==> src/hw/rtl/sparse_triplet_transpose_macros.svh <==
`ifndef SPARSE_TRIPLET_TRANSPOSE_MACROS_SVH
`define SPARSE_TRIPLET_TRANSPOSE_MACROS_SVH

// same-cycle implication, sampled on clk, quiet in reset
`define STT_ASSERT_IMPLY(label, ante, cons, msg) \
    label: assert property (@(posedge clk) disable iff (!rst_n) (ante) |-> (cons)) \
        else $error(msg);

// next-cycle implication, sampled on clk, quiet in reset
`define STT_ASSERT_NEXT(label, ante, cons, msg) \
    label: assert property (@(posedge clk) disable iff (!rst_n) (ante) |=> (cons)) \
        else $error(msg);

`endif

==> src/hw/rtl/stt_pkg.sv <==
`timescale 1ns / 1ps
`default_nettype none

package stt_pkg;

    // configuration register indexes
    localparam int CFG_INDEX_W = 1;

    typedef logic [CFG_INDEX_W-1:0] cfg_index_t;

    localparam cfg_index_t REG_ROW_COUNT    = cfg_index_t'(0);
    localparam cfg_index_t REG_COLUMN_COUNT = cfg_index_t'(1);

endpackage

`default_nettype wire

==> src/hw/rtl/sparse_triplet_transpose.sv <==
`timescale 1ns / 1ps
`default_nettype none

// Sparse triplet transpose. A dense matrix of row_count x column_count elements
// arrives as requests on the input channel in row-major order, one element per
// cycle while loading. Nonzero elements are written as (row, column, value) into
// a triplet memory of MAX_NONZERO entries with one write and one read port;
// further nonzeros are dropped and flagged. After the last element of the matrix
// the block sends a header request (columns, rows, nonzero count, overflow), then
// the transposed triplets ordered by original column and, within a column, by
// original row. The emission pass walks the memory once for each column, visiting
// each stored entry with a read, then a compare, and stops at the last stored
// triplet. No input is taken during emission. Writing either size register
// restarts the matrix in progress; out-of-range sizes are clamped to
// 1 .. MAX_DIM. The memory needs no clearing pass after reset.
module sparse_triplet_transpose #(
    parameter int MAX_DIM     = 64,
    parameter int MAX_NONZERO = 63,
    parameter int VALUE_WIDTH = 16
) (
    input  wire                                  clk,
    input  wire                                  rst_n,
    // configuration write port
    input  wire                                  cfg_write,
    input  wire stt_pkg::cfg_index_t             cfg_index,
    input  wire [$clog2(MAX_DIM + 1)-1:0]        cfg_data,
    // element requests
    input  wire                                  in_valid,
    output logic                                 in_ready,
    input  wire signed [VALUE_WIDTH-1:0]         element_value,
    // result requests
    output logic                                 out_valid,
    input  wire                                  out_ready,
    output logic                                 is_header,
    output logic [$clog2(MAX_DIM + 1)-1:0]       out_row,
    output logic [$clog2(MAX_DIM + 1)-1:0]       out_column,
    output logic signed [VALUE_WIDTH-1:0]        out_value,
    output logic                                 overflow,
    output logic                                 last
);

`include "sparse_triplet_transpose_macros.svh"

    // index and count widths
    localparam int DIM_W  = $clog2(MAX_DIM);
    localparam int CFG_W  = $clog2(MAX_DIM + 1);
    localparam int SUM_W  = CFG_W + 1;
    localparam int CNT_W  = $clog2(MAX_NONZERO + 1);
    localparam int ADDR_W = (MAX_NONZERO > 1) ? $clog2(MAX_NONZERO) : 1;
    localparam int WORD_W = 2 * DIM_W + VALUE_WIDTH;

    typedef enum logic [1:0] {
        ST_LOAD,    // taking elements
        ST_HDR,     // header waiting for a free output register
        ST_READ,    // memory read of entry k issued
        ST_CHECK    // entry k on the read data, compare against column c
    } state_t;

    state_t                  state_reg;
    logic [CFG_W-1:0]        row_count_reg;
    logic [CFG_W-1:0]        column_count_reg;
    logic [DIM_W-1:0]        scan_row_reg;
    logic [DIM_W-1:0]        scan_col_reg;
    logic [CNT_W-1:0]        count_reg;
    logic                    overflow_reg;
    logic [CNT_W-1:0]        k_reg;
    logic [DIM_W-1:0]        c_reg;
    logic [CNT_W-1:0]        emitted_reg;

    logic                    out_valid_reg;
    logic                    is_header_reg;
    logic [CFG_W-1:0]        out_row_reg;
    logic [CFG_W-1:0]        out_column_reg;
    logic [VALUE_WIDTH-1:0]  out_value_reg;
    logic                    overflow_out_reg;
    logic                    last_reg;

    // triplet memory and its registered read data
    logic [WORD_W-1:0]       mem [MAX_NONZERO];
    logic [WORD_W-1:0]       rd_data_reg;

    logic [CFG_W-1:0]        rows_eff;
    logic [CFG_W-1:0]        cols_eff;
    logic                    in_fire;
    logic                    nonzero;
    logic                    store_room;
    logic                    mem_we;
    logic                    rd_en;
    logic                    col_end;
    logic                    row_end;
    logic                    out_free;
    logic                    out_load;
    logic [DIM_W-1:0]        rd_row;
    logic [DIM_W-1:0]        rd_col;
    logic [VALUE_WIDTH-1:0]  rd_val;
    logic                    col_match;
    logic [CNT_W-1:0]        k_inc;
    logic [CNT_W-1:0]        emitted_inc;
    logic                    k_more;
    logic                    c_more;

    // clamp the size registers to 1 .. MAX_DIM
    always_comb
    begin
        if (row_count_reg == '0)
            rows_eff = CFG_W'(1);
        else if (row_count_reg > CFG_W'(MAX_DIM))
            rows_eff = CFG_W'(MAX_DIM);
        else
            rows_eff = row_count_reg;

        if (column_count_reg == '0)
            cols_eff = CFG_W'(1);
        else if (column_count_reg > CFG_W'(MAX_DIM))
            cols_eff = CFG_W'(MAX_DIM);
        else
            cols_eff = column_count_reg;
    end

    assign in_ready   = (state_reg == ST_LOAD);
    assign in_fire    = in_valid && in_ready;
    assign nonzero    = (element_value != '0);
    assign store_room = (count_reg < CNT_W'(MAX_NONZERO));
    assign mem_we     = in_fire && nonzero && store_room;
    assign rd_en      = (state_reg == ST_READ);

    // scan position wrap tests
    assign col_end = (SUM_W'(scan_col_reg) + SUM_W'(1)) >= SUM_W'(cols_eff);
    assign row_end = (SUM_W'(scan_row_reg) + SUM_W'(1)) >= SUM_W'(rows_eff);

    // output register may take a new result this cycle
    assign out_free = !out_valid_reg || out_ready;

    // fields of the entry on the read data
    assign rd_row    = rd_data_reg[WORD_W-1 -: DIM_W];
    assign rd_col    = rd_data_reg[VALUE_WIDTH+DIM_W-1 -: DIM_W];
    assign rd_val    = rd_data_reg[VALUE_WIDTH-1:0];
    assign col_match = (rd_col == c_reg);

    // header or matching triplet goes into the output register this cycle
    assign out_load = !cfg_write && out_free &&
                      ((state_reg == ST_HDR) || ((state_reg == ST_CHECK) && col_match));

    assign k_inc       = k_reg + CNT_W'(1);
    assign emitted_inc = emitted_reg + CNT_W'(1);
    assign k_more      = (k_inc < count_reg);
    assign c_more      = (SUM_W'(c_reg) + SUM_W'(1)) < SUM_W'(cols_eff);

    // triplet memory: one write port while loading, one read port while emitting
    always_ff @(posedge clk)
    begin
        if (mem_we)
        begin
            mem[count_reg[ADDR_W-1:0]] <= {scan_row_reg, scan_col_reg, element_value};
        end
        if (rd_en)
        begin
            rd_data_reg <= mem[k_reg[ADDR_W-1:0]];
        end
    end

    // sequencer, counters and output register
    always_ff @(posedge clk or negedge rst_n)
    begin
        if (!rst_n)
        begin
            state_reg        <= ST_LOAD;
            row_count_reg    <= CFG_W'(1);
            column_count_reg <= CFG_W'(1);
            scan_row_reg     <= '0;
            scan_col_reg     <= '0;
            count_reg        <= '0;
            overflow_reg     <= 1'b0;
            k_reg            <= '0;
            c_reg            <= '0;
            emitted_reg      <= '0;
            out_valid_reg    <= 1'b0;
            is_header_reg    <= 1'b0;
            out_row_reg      <= '0;
            out_column_reg   <= '0;
            out_value_reg    <= '0;
            overflow_out_reg <= 1'b0;
            last_reg         <= 1'b0;
        end
        else
        begin
            // result taken downstream and nothing new behind it
            if (out_valid_reg && out_ready && !out_load)
            begin
                out_valid_reg <= 1'b0;
            end

            if (cfg_write)
            begin
                // any size write restarts the matrix
                unique case (cfg_index)
                    stt_pkg::REG_ROW_COUNT:    row_count_reg    <= cfg_data;
                    stt_pkg::REG_COLUMN_COUNT: column_count_reg <= cfg_data;
                    default: ;
                endcase
                scan_row_reg <= '0;
                scan_col_reg <= '0;
                count_reg    <= '0;
                overflow_reg <= 1'b0;
                state_reg    <= ST_LOAD;
            end
            else
            begin
                unique case (state_reg)
                    ST_LOAD:
                    begin
                        if (in_fire)
                        begin
                            if (nonzero)
                            begin
                                if (store_room)
                                    count_reg <= count_reg + CNT_W'(1);
                                else
                                    overflow_reg <= 1'b1;
                            end
                            if (!col_end)
                            begin
                                scan_col_reg <= scan_col_reg + DIM_W'(1);
                            end
                            else
                            begin
                                scan_col_reg <= '0;
                                if (!row_end)
                                begin
                                    scan_row_reg <= scan_row_reg + DIM_W'(1);
                                end
                                else
                                begin
                                    // last element of the matrix
                                    scan_row_reg <= '0;
                                    state_reg    <= ST_HDR;
                                end
                            end
                        end
                    end

                    ST_HDR:
                    begin
                        if (out_free)
                        begin
                            out_valid_reg    <= 1'b1;
                            is_header_reg    <= 1'b1;
                            out_row_reg      <= cols_eff;
                            out_column_reg   <= rows_eff;
                            out_value_reg    <= VALUE_WIDTH'(count_reg);
                            overflow_out_reg <= overflow_reg;
                            last_reg         <= (count_reg == '0);
                            k_reg            <= '0;
                            c_reg            <= '0;
                            emitted_reg      <= '0;
                            if (count_reg == '0)
                            begin
                                overflow_reg <= 1'b0;
                                state_reg    <= ST_LOAD;
                            end
                            else
                            begin
                                state_reg <= ST_READ;
                            end
                        end
                    end

                    ST_READ:
                    begin
                        state_reg <= ST_CHECK;
                    end

                    ST_CHECK:
                    begin
                        // hold the read data while a matching triplet waits
                        if (!(col_match && !out_free))
                        begin
                            if (col_match)
                            begin
                                out_valid_reg    <= 1'b1;
                                is_header_reg    <= 1'b0;
                                out_row_reg      <= CFG_W'(rd_col);
                                out_column_reg   <= CFG_W'(rd_row);
                                out_value_reg    <= rd_val;
                                overflow_out_reg <= 1'b0;
                                last_reg         <= (emitted_inc == count_reg);
                                emitted_reg      <= emitted_inc;
                            end
                            priority if (col_match && (emitted_inc == count_reg))
                            begin
                                // every stored triplet sent: ready for the next matrix
                                count_reg    <= '0;
                                overflow_reg <= 1'b0;
                                state_reg    <= ST_LOAD;
                            end
                            else if (k_more)
                            begin
                                k_reg     <= k_inc;
                                state_reg <= ST_READ;
                            end
                            else if (c_more)
                            begin
                                k_reg     <= '0;
                                c_reg     <= c_reg + DIM_W'(1);
                                state_reg <= ST_READ;
                            end
                            else
                            begin
                                count_reg    <= '0;
                                overflow_reg <= 1'b0;
                                state_reg    <= ST_LOAD;
                            end
                        end
                    end

                    default:
                    begin
                        state_reg <= ST_LOAD;
                    end
                endcase
            end
        end
    end

    assign out_valid  = out_valid_reg;
    assign is_header  = is_header_reg;
    assign out_row    = out_row_reg;
    assign out_column = out_column_reg;
    assign out_value  = out_value_reg;
    assign overflow   = overflow_out_reg;
    assign last       = last_reg;

    // checks on the store and the emission pass
    `STT_ASSERT_IMPLY(a_count_bound, 1'b1, count_reg <= CNT_W'(MAX_NONZERO),
        "triplet count beyond store capacity")
    `STT_ASSERT_IMPLY(a_overflow_full, overflow_reg, count_reg == CNT_W'(MAX_NONZERO),
        "overflow flagged with room left in the store")
    `STT_ASSERT_IMPLY(a_emit_below_count, (state_reg == ST_READ) || (state_reg == ST_CHECK),
        emitted_reg < count_reg, "emission pass running after the last triplet")
    `STT_ASSERT_NEXT(a_triplet_load,
        !cfg_write && (state_reg == ST_CHECK) && col_match && out_free,
        out_valid_reg && !is_header_reg, "matching triplet not loaded into the output register")

endmodule

`default_nettype wire

==> config.mk <==
export PLATFORM = sky130hd
export DESIGN_NAME = sparse_triplet_transpose
export DESIGN_NICKNAME = d
export VERILOG_FILES = /design/src/hw/rtl/stt_pkg.sv /design/src/hw/rtl/sparse_triplet_transpose.sv
export VERILOG_INCLUDE_DIRS = /design/src /design/src/hw/rtl
export SDC_FILE = /design/constraint.sdc
export NUM_CORES = 2
export LEC_CHECK = 0
export BUFFER_PORTS_ARGS = -buffer_cell sky130_fd_sc_hd__buf_2
export CAP_MARGIN = 25
export CORE_MARGIN = 3
export CORE_UTILIZATION = 25
export DETAILED_ROUTE_END_ITERATION = 16
export GPL_ROUTABILITY_DRIVEN = 0
export SYNTH_ARGS = -nofsm -noshare
export SYNTH_HDL_FRONTEND = slang
export SYNTH_SLANG_ARGS = --single-unit
==> constraint.sdc <==
create_clock -name clk -period 5.7 [get_ports clk]
set_input_delay 1.14 -clock clk [delete_from_list [all_inputs] [get_ports clk]]
set_output_delay 1.14 -clock clk [all_outputs]
set_load 0.1 [all_outputs]
==> Yosys cells after proc, flatten, opt, wreduce, memory -nomap -nowiden <==
Memory sizes are Yosys's and may differ from the RTL's. A register that Yosys moved wholly into a read port is not among the register bits.
Cells that the tools add are included.
{ "totals": {"register_bits": 87, "ramBits": 1764, "in_bits": 29, "out_inout_bits": 35, "elab_cells": 184, "memories": 1} }
{ "memory_table": {"columns": ["name", "words", "width", "read_ports", "rd_ports_with_merged_regs", "write_ports", "line_no", "source"], "rows": [
  ["mem", 63, 28, 1, 1, 1, "sparse_triplet_transpose.sv:79", "logic [WORD_W-1:0] mem [MAX_NONZERO];"]
]} }
{ "classes": {"addsub": 9, "n_lt_le_gt_ge": 7, "eq_ne": 23, "n_mux": 88, "n_bitwise": 2, "reduce_logical": 37} }
{ "op_table": {"columns": ["cell", "n"], "rows": [
  ["two-way mux 6 bit", 28],
  ["two-way mux 7 bit", 10],
  ["two-way mux 16 bit", 3],
  ["case mux 6 bit (2 select lines)", 4],
  ["adder 6 x 1 -> 6 bit (second input constant)", 6],
  ["case mux 16 bit (2 select lines)", 1],
  ["case mux 7 bit (2 select lines)", 2],
  ["two-way mux 1 bit", 24],
  ["adder 6 x 1 -> 7 bit (second input constant)", 3],
  ["two-way mux 2 bit", 10],
  ["inequality test 3 x 2 -> 1 bit (second input constant)", 6],
  ["nonzero test 16 bit", 1],
  ["greater-or-equal comparator 7 bit", 2],
  ["greater-than comparator 7 bit (second input constant)", 2],
  ["zero test 7 bit", 2],
  ["AND reduction 7 bit", 2],
  ["== test 6 bit", 2],
  ["inequality test 2 bit (second input constant)", 6],
  ["inequality test 3 bit (second input constant)", 4],
  ["logical AND 1 bit", 10],
  ["AND reduction 5 bit", 2],
  ["AND reduction 9 bit", 1],
  ["inequality test 4 x 3 -> 1 bit (second input constant)", 2],
  ["case mux 1 bit (2 select lines)", 4],
  ["other kinds (18)", 29]
]} }

==> Depth between registers and ports, before layout <==
{ "depth": {"word_depth": 11, "mapped_depth": 16, "mapped_depth_nobuf": 11} }

==> Worst setup path after synthesis <==
No wires, ideal clock.
{ "synth_path": {"path_kind": "register to register", "start": "register state_reg[0]", "end": "memory mem[52][0] (netlist bit), enable pin", "setup_time_ns": 0.413, "arrival_ns": 4.022, "required_ns": 5.287, "setup_slack_ns": 1.265, "path_stages_with_launch": 6, "path_buffers": 0, "period_less_slack_ns": 4.435, "cell_sequence": "dfrtp_1 nor2_1 nand2_1 nor3_1 nand3_1 nor2_1"} }
{ "synth_between": {"elab_chain_cells": 6} }
{ "synth_lines": {"columns": ["item", "line_no", "source"], "rows": [
  ["start: declaration", "sparse_triplet_transpose.sv:59", "state_t state_reg;"],
  ["start signal: assignment", "sparse_triplet_transpose.sv:167", "state_reg <= ST_LOAD;"],
  ["start signal: assignment", "sparse_triplet_transpose.sv:205", "state_reg <= ST_LOAD;"],
  ["start signal: assignment", "sparse_triplet_transpose.sv:236", "state_reg <= ST_HDR;"],
  ["zero test 2 bit", "sparse_triplet_transpose.sv:120", "assign in_ready = (state_reg == ST_LOAD);"],
  ["named net in_ready", "sparse_triplet_transpose.sv:29", "output logic in_ready,"],
  ["logical AND 1 bit", "sparse_triplet_transpose.sv:121", "assign in_fire = in_valid && in_ready;"],
  ["logical AND 1 bit (2 in series)", "sparse_triplet_transpose.sv:124", "assign mem_we = in_fire && nonzero && store_room;"],
  ["two-way mux 1 bit", "sparse_triplet_transpose.sv:152", "if (mem_we)"],
  ["two-way mux 1 bit (implied by the code)", "sparse_triplet_transpose.sv:154", "mem[count_reg[ADDR_W-1:0]] <= {scan_row_reg, scan_col_reg, element_value};"],
  ["end: declaration", "sparse_triplet_transpose.sv:79", null]
]} }
The timed path passes the listed nets, and every way through them passes these cells.

==> Final worst setup path <==
{ "layout_path": {"start": "register scan_col_reg[0]", "end": "register scan_col_reg[5]"} }
{ "layout_between": {"elab_chain_cells": 6, "elab_cells_between_ends": 7, "cone_classes": "add/sub: 2; order compare: 1; mux: 4"} }
{ "layout_lines": {"columns": ["item", "line_no", "source"], "rows": [
  ["start: declaration", "sparse_triplet_transpose.sv:63", "logic [DIM_W-1:0] scan_col_reg;"],
  ["start signal: assignment", "sparse_triplet_transpose.sv:223", "scan_col_reg <= scan_col_reg + DIM_W'(1);"],
  ["adder 6 x 1 -> 7 bit", "sparse_triplet_transpose.sv:128", "assign col_end = (SUM_W'(scan_col_reg) + SUM_W'(1)) >= SUM_W'(cols_eff);"],
  ["greater-or-equal comparator 7 bit", "sparse_triplet_transpose.sv:128", null],
  ["two-way mux 6 bit (*)", "sparse_triplet_transpose.sv:221", "if (!col_end)"],
  ["two-way mux 6 bit (*)", "sparse_triplet_transpose.sv:212", "if (in_fire)"],
  ["two-way mux 6 bit (*)", "sparse_triplet_transpose.sv:209", "unique case (state_reg)"],
  ["two-way mux 6 bit (*)", "sparse_triplet_transpose.sv:193", "if (cfg_write)"]
]} }
Every way passes the cells marked *; elsewhere a longest branch is shown, timed or not. The select of a mux whose other input is x is not followed.
A chain may end at the register's enable or synchronous reset.

==> results.yml <==
power:
  p_sw_uw: 9846
  vdd_ir_drop_max_mv: 0.3322
  combPwrFrac_pct: 20.7
  clkPwrFrac_pct: 34.5
  power_frac_seq_pct: 44.8
  p_per_area_nw_per_um2: 403.7
  p_int_uw: 24750
  leakage_uw: 0.02694
  switching_share_pct: 28.46
sta:
  fin_crit_ps: 4067
  final_max_slew_viol_count: 0
  fin_setup_tns_ps: 0
  fin_skew_ps: 31.13
  hold_violations: 0
  worst_slew_pin_slew_ps: 1114
  rsz0062_at_grt: "false"
  relSlewSlack_pct: 25.75
  setup_viol: 0
  hold_ws_ps: 467.5
  min_period_over_period_pct: 71.35
  fmax_ghz: 0.2459
floorplan:
  fp.dieH_um: 548.3
  core_area_um2: 291800
  die_area_um2: 300600
  ios: 64
  initial_utilization_pct: 25.19
  die_x_um: 548.3
  placementRows: 198
yosys:
  syn_area_per_cell_um2: 21.08
  synthArstFlopShare_pct: 4.630
  yosysSeqAreaShare_pct: 76.15
  synth_top_area_share_pct: 73.19
  synth_edf_count: 1792
  netlist_top_cells_count: "1792 x edfxtp_1, 481 x mux4_2, 166 x nand2_1"
  synthFlopType: "edfxtp_1"
  synthTopCellsByArea: "edfxtp_1 73%, mux4_2 15%, dfrtp_1 2.9%"
  yosysWarnings: 0
  ys_seq_elements: 1879
  postSynthCellCount: 3488
  syn_area_um2: 73520
  yosys.area.top_type: "edfxtp_1"
  postSynthNetCount: 3547
  ys_types: 61
  synthMostInstantiatedCell: "edfxtp_1"
run:
  maxCapViolCount: 0
worst_setup_path:
  critPathBufInv: 0
  critPathKind: "reg -> reg"
  cpMaxStageDelayCell: "dfrtp_4"
  crit_chain: "ha_1 -> nand3_1 -> xnor2_1 -> ha_1 -> a21oi_1 -> o21ai_0 -> maj3_1 -> a21oi_1 -> nand3_1 -> o31ai_1"
  start_kind: "flop"
  cp_max_fo: 69
  critPathRequiredTime_ps: 6380
  critPathTopFamily: "compound AO/OA/AOI/OAI gates"
  reg2reg_slack_ps: 1630
  arrival_ps: 4750
  endpoint_kind: "flop"
  max_stage_delay_ps: 1000
clock_tree:
  numClockSinks: 1879
  clk_pin_slew_worst_paths_ps: 60
  cts_buffers: 187
  clockRootBuffer: "clkbuf_16"
  cts_tree: "done"
  clock_latency_ps: 820
  cts_buffer_depth: 3
  htree_levels: 4
  cts_hold_buf: 0
  ctsResizeCount: 0
  post_cts_buffers: 0
place:
  place_hpwl_um: 128500
  io_buffer_count: 63
drt:
  routed_wl_um: 206800
  dr.first_iter.drc_count: 5231
  dr.pass1.iters: 5
  vias_per_cell: 4.749
  avgRoutedWirePerCell_um: 26.64
  detail-route-antenna-nets: 0
  route.detailed.drc: 0
  vias: 36870
final_layout:
  final_util_pct: 29.36
  drive_gt1_share_pct: 27.92
  areaGrowthSynthToFinish_pct: 16.56
  layout.nets: 3763
  largest_reg_flops: 1764
global_route:
  grt_usage_pct: 13.50
  grt_pass1_vias: 36160
  grt_overflow: 0
  grt_max_degree: 121
  grt_pass1_wl_um: 289800
  antenna_found_initial: 23
hold_path:
  min_path_type: "in -> async"
run_status:
  outcome: "finished, final reports clean"
## cells in the final DEF (no fill, tap or decap), types with 25 or more instances in the layout
cell | Yosys | routed
clkinv_1 | 1 | 39
dfrtp_1 | 85 | 67
o21ai_0 | 95 | 95
o221ai_1 | 37 | 37
edfxtp_1 | 1792 | 1792
a21oi_1 | 65 | 65
clkbuf_16 | 0 | 188
o22ai_1 | 27 | 27
buf_4 | 33 | 132
clkinv_2 | 0 | 42
nor2_4 | 0 | 63
nand2_1 | 166 | 163
a211oi_1 | 25 | 25
ha_1 | 30 | 30
buf_2 | 36 | 62
clkbuf_1 | 90 | 39
mux4_2 | 481 | 481
mux2i_1 | 114 | 114
nor2_1 | 131 | 68
nor3_1 | 30 | 29
## worst register-to-register path, cell delays in order (launching register included)
cell and delay, ps:
dfrtp_4 1000, ha_1 400, nand3_1 210, xnor2_1 220, ha_1 290, a21oi_1 170
o21ai_0 130, maj3_1 430, a21oi_1 610, nand3_1 260, o31ai_1 250
## metrics by stage
stage	setup WS [ps]	power [uW]	area (um2)	std cells
2_1_floorplan	1265	20210	73520	3488
3_3_place_gp	924.7	22970	79790	7415
3_5_place_dp	1368	23010	79790	7415
4_1_cts	1603	34910	85680	7757
5_1_grt	1358	35680	85680	7759
6_report	1633	34590	85700	7764
## kinds of logic after synthesis
logic type | synth area share, %
adders and majority gates | 0.5241
DFF | 76.15
buffers and inverters | 1.332
and+or+nand+nor | 2.483
xor gates and xnor gates | 0.3336
muxes | 16.49
AOI/OAI and AO/OA | 2.687
## routing by layer
metal | vias up | global-route usage, % | share of wire [%]
met1 | 19780 | 18.37 | 40
met3 | 307 | 2.833 | 9.3
met2 | 1774 | 21.18 | 47
met5 | - | 0 | 0.0063
li1 | 15020 | - | -
met4 | 2 | 5.189 | 3.9
## layout make-up
class	instances	area, um2
flip-flops and latches	1879	56050
well taps	3900	4880
clock buffers	232	4920
clock inverters	110	964.7
diodes	7	17.52
fillers	28360	206100
inverters	21	83.83
repair buffers	214	1702
multi-input cells	1401	17080
## path summary, 6_finish.rpt
check,start,endpoint,cells past startpoint
max,scan_col_reg[0],scan_col_reg[5],10
min,rst_n,out_column[5],1
max reg2reg,scan_col_reg[0],scan_col_reg[5],10
min reg2reg,is_header,is_header,1
max in group asynchronous,rst_n,k_reg[1],2
min in group clk,is_header,is_header,1
## power groups by stage
stage	sequential [uW]	clock, uW	combinational (uW)
detailed placement	15800	0	7210
CTS	15500	12200	7230
finish	15500	11900	7170
floorplan	15800	0	4440
global placement	15800	0	7180
global route	15500	12700	7480
No activity file was read; power rests on OpenSTA's default activity.
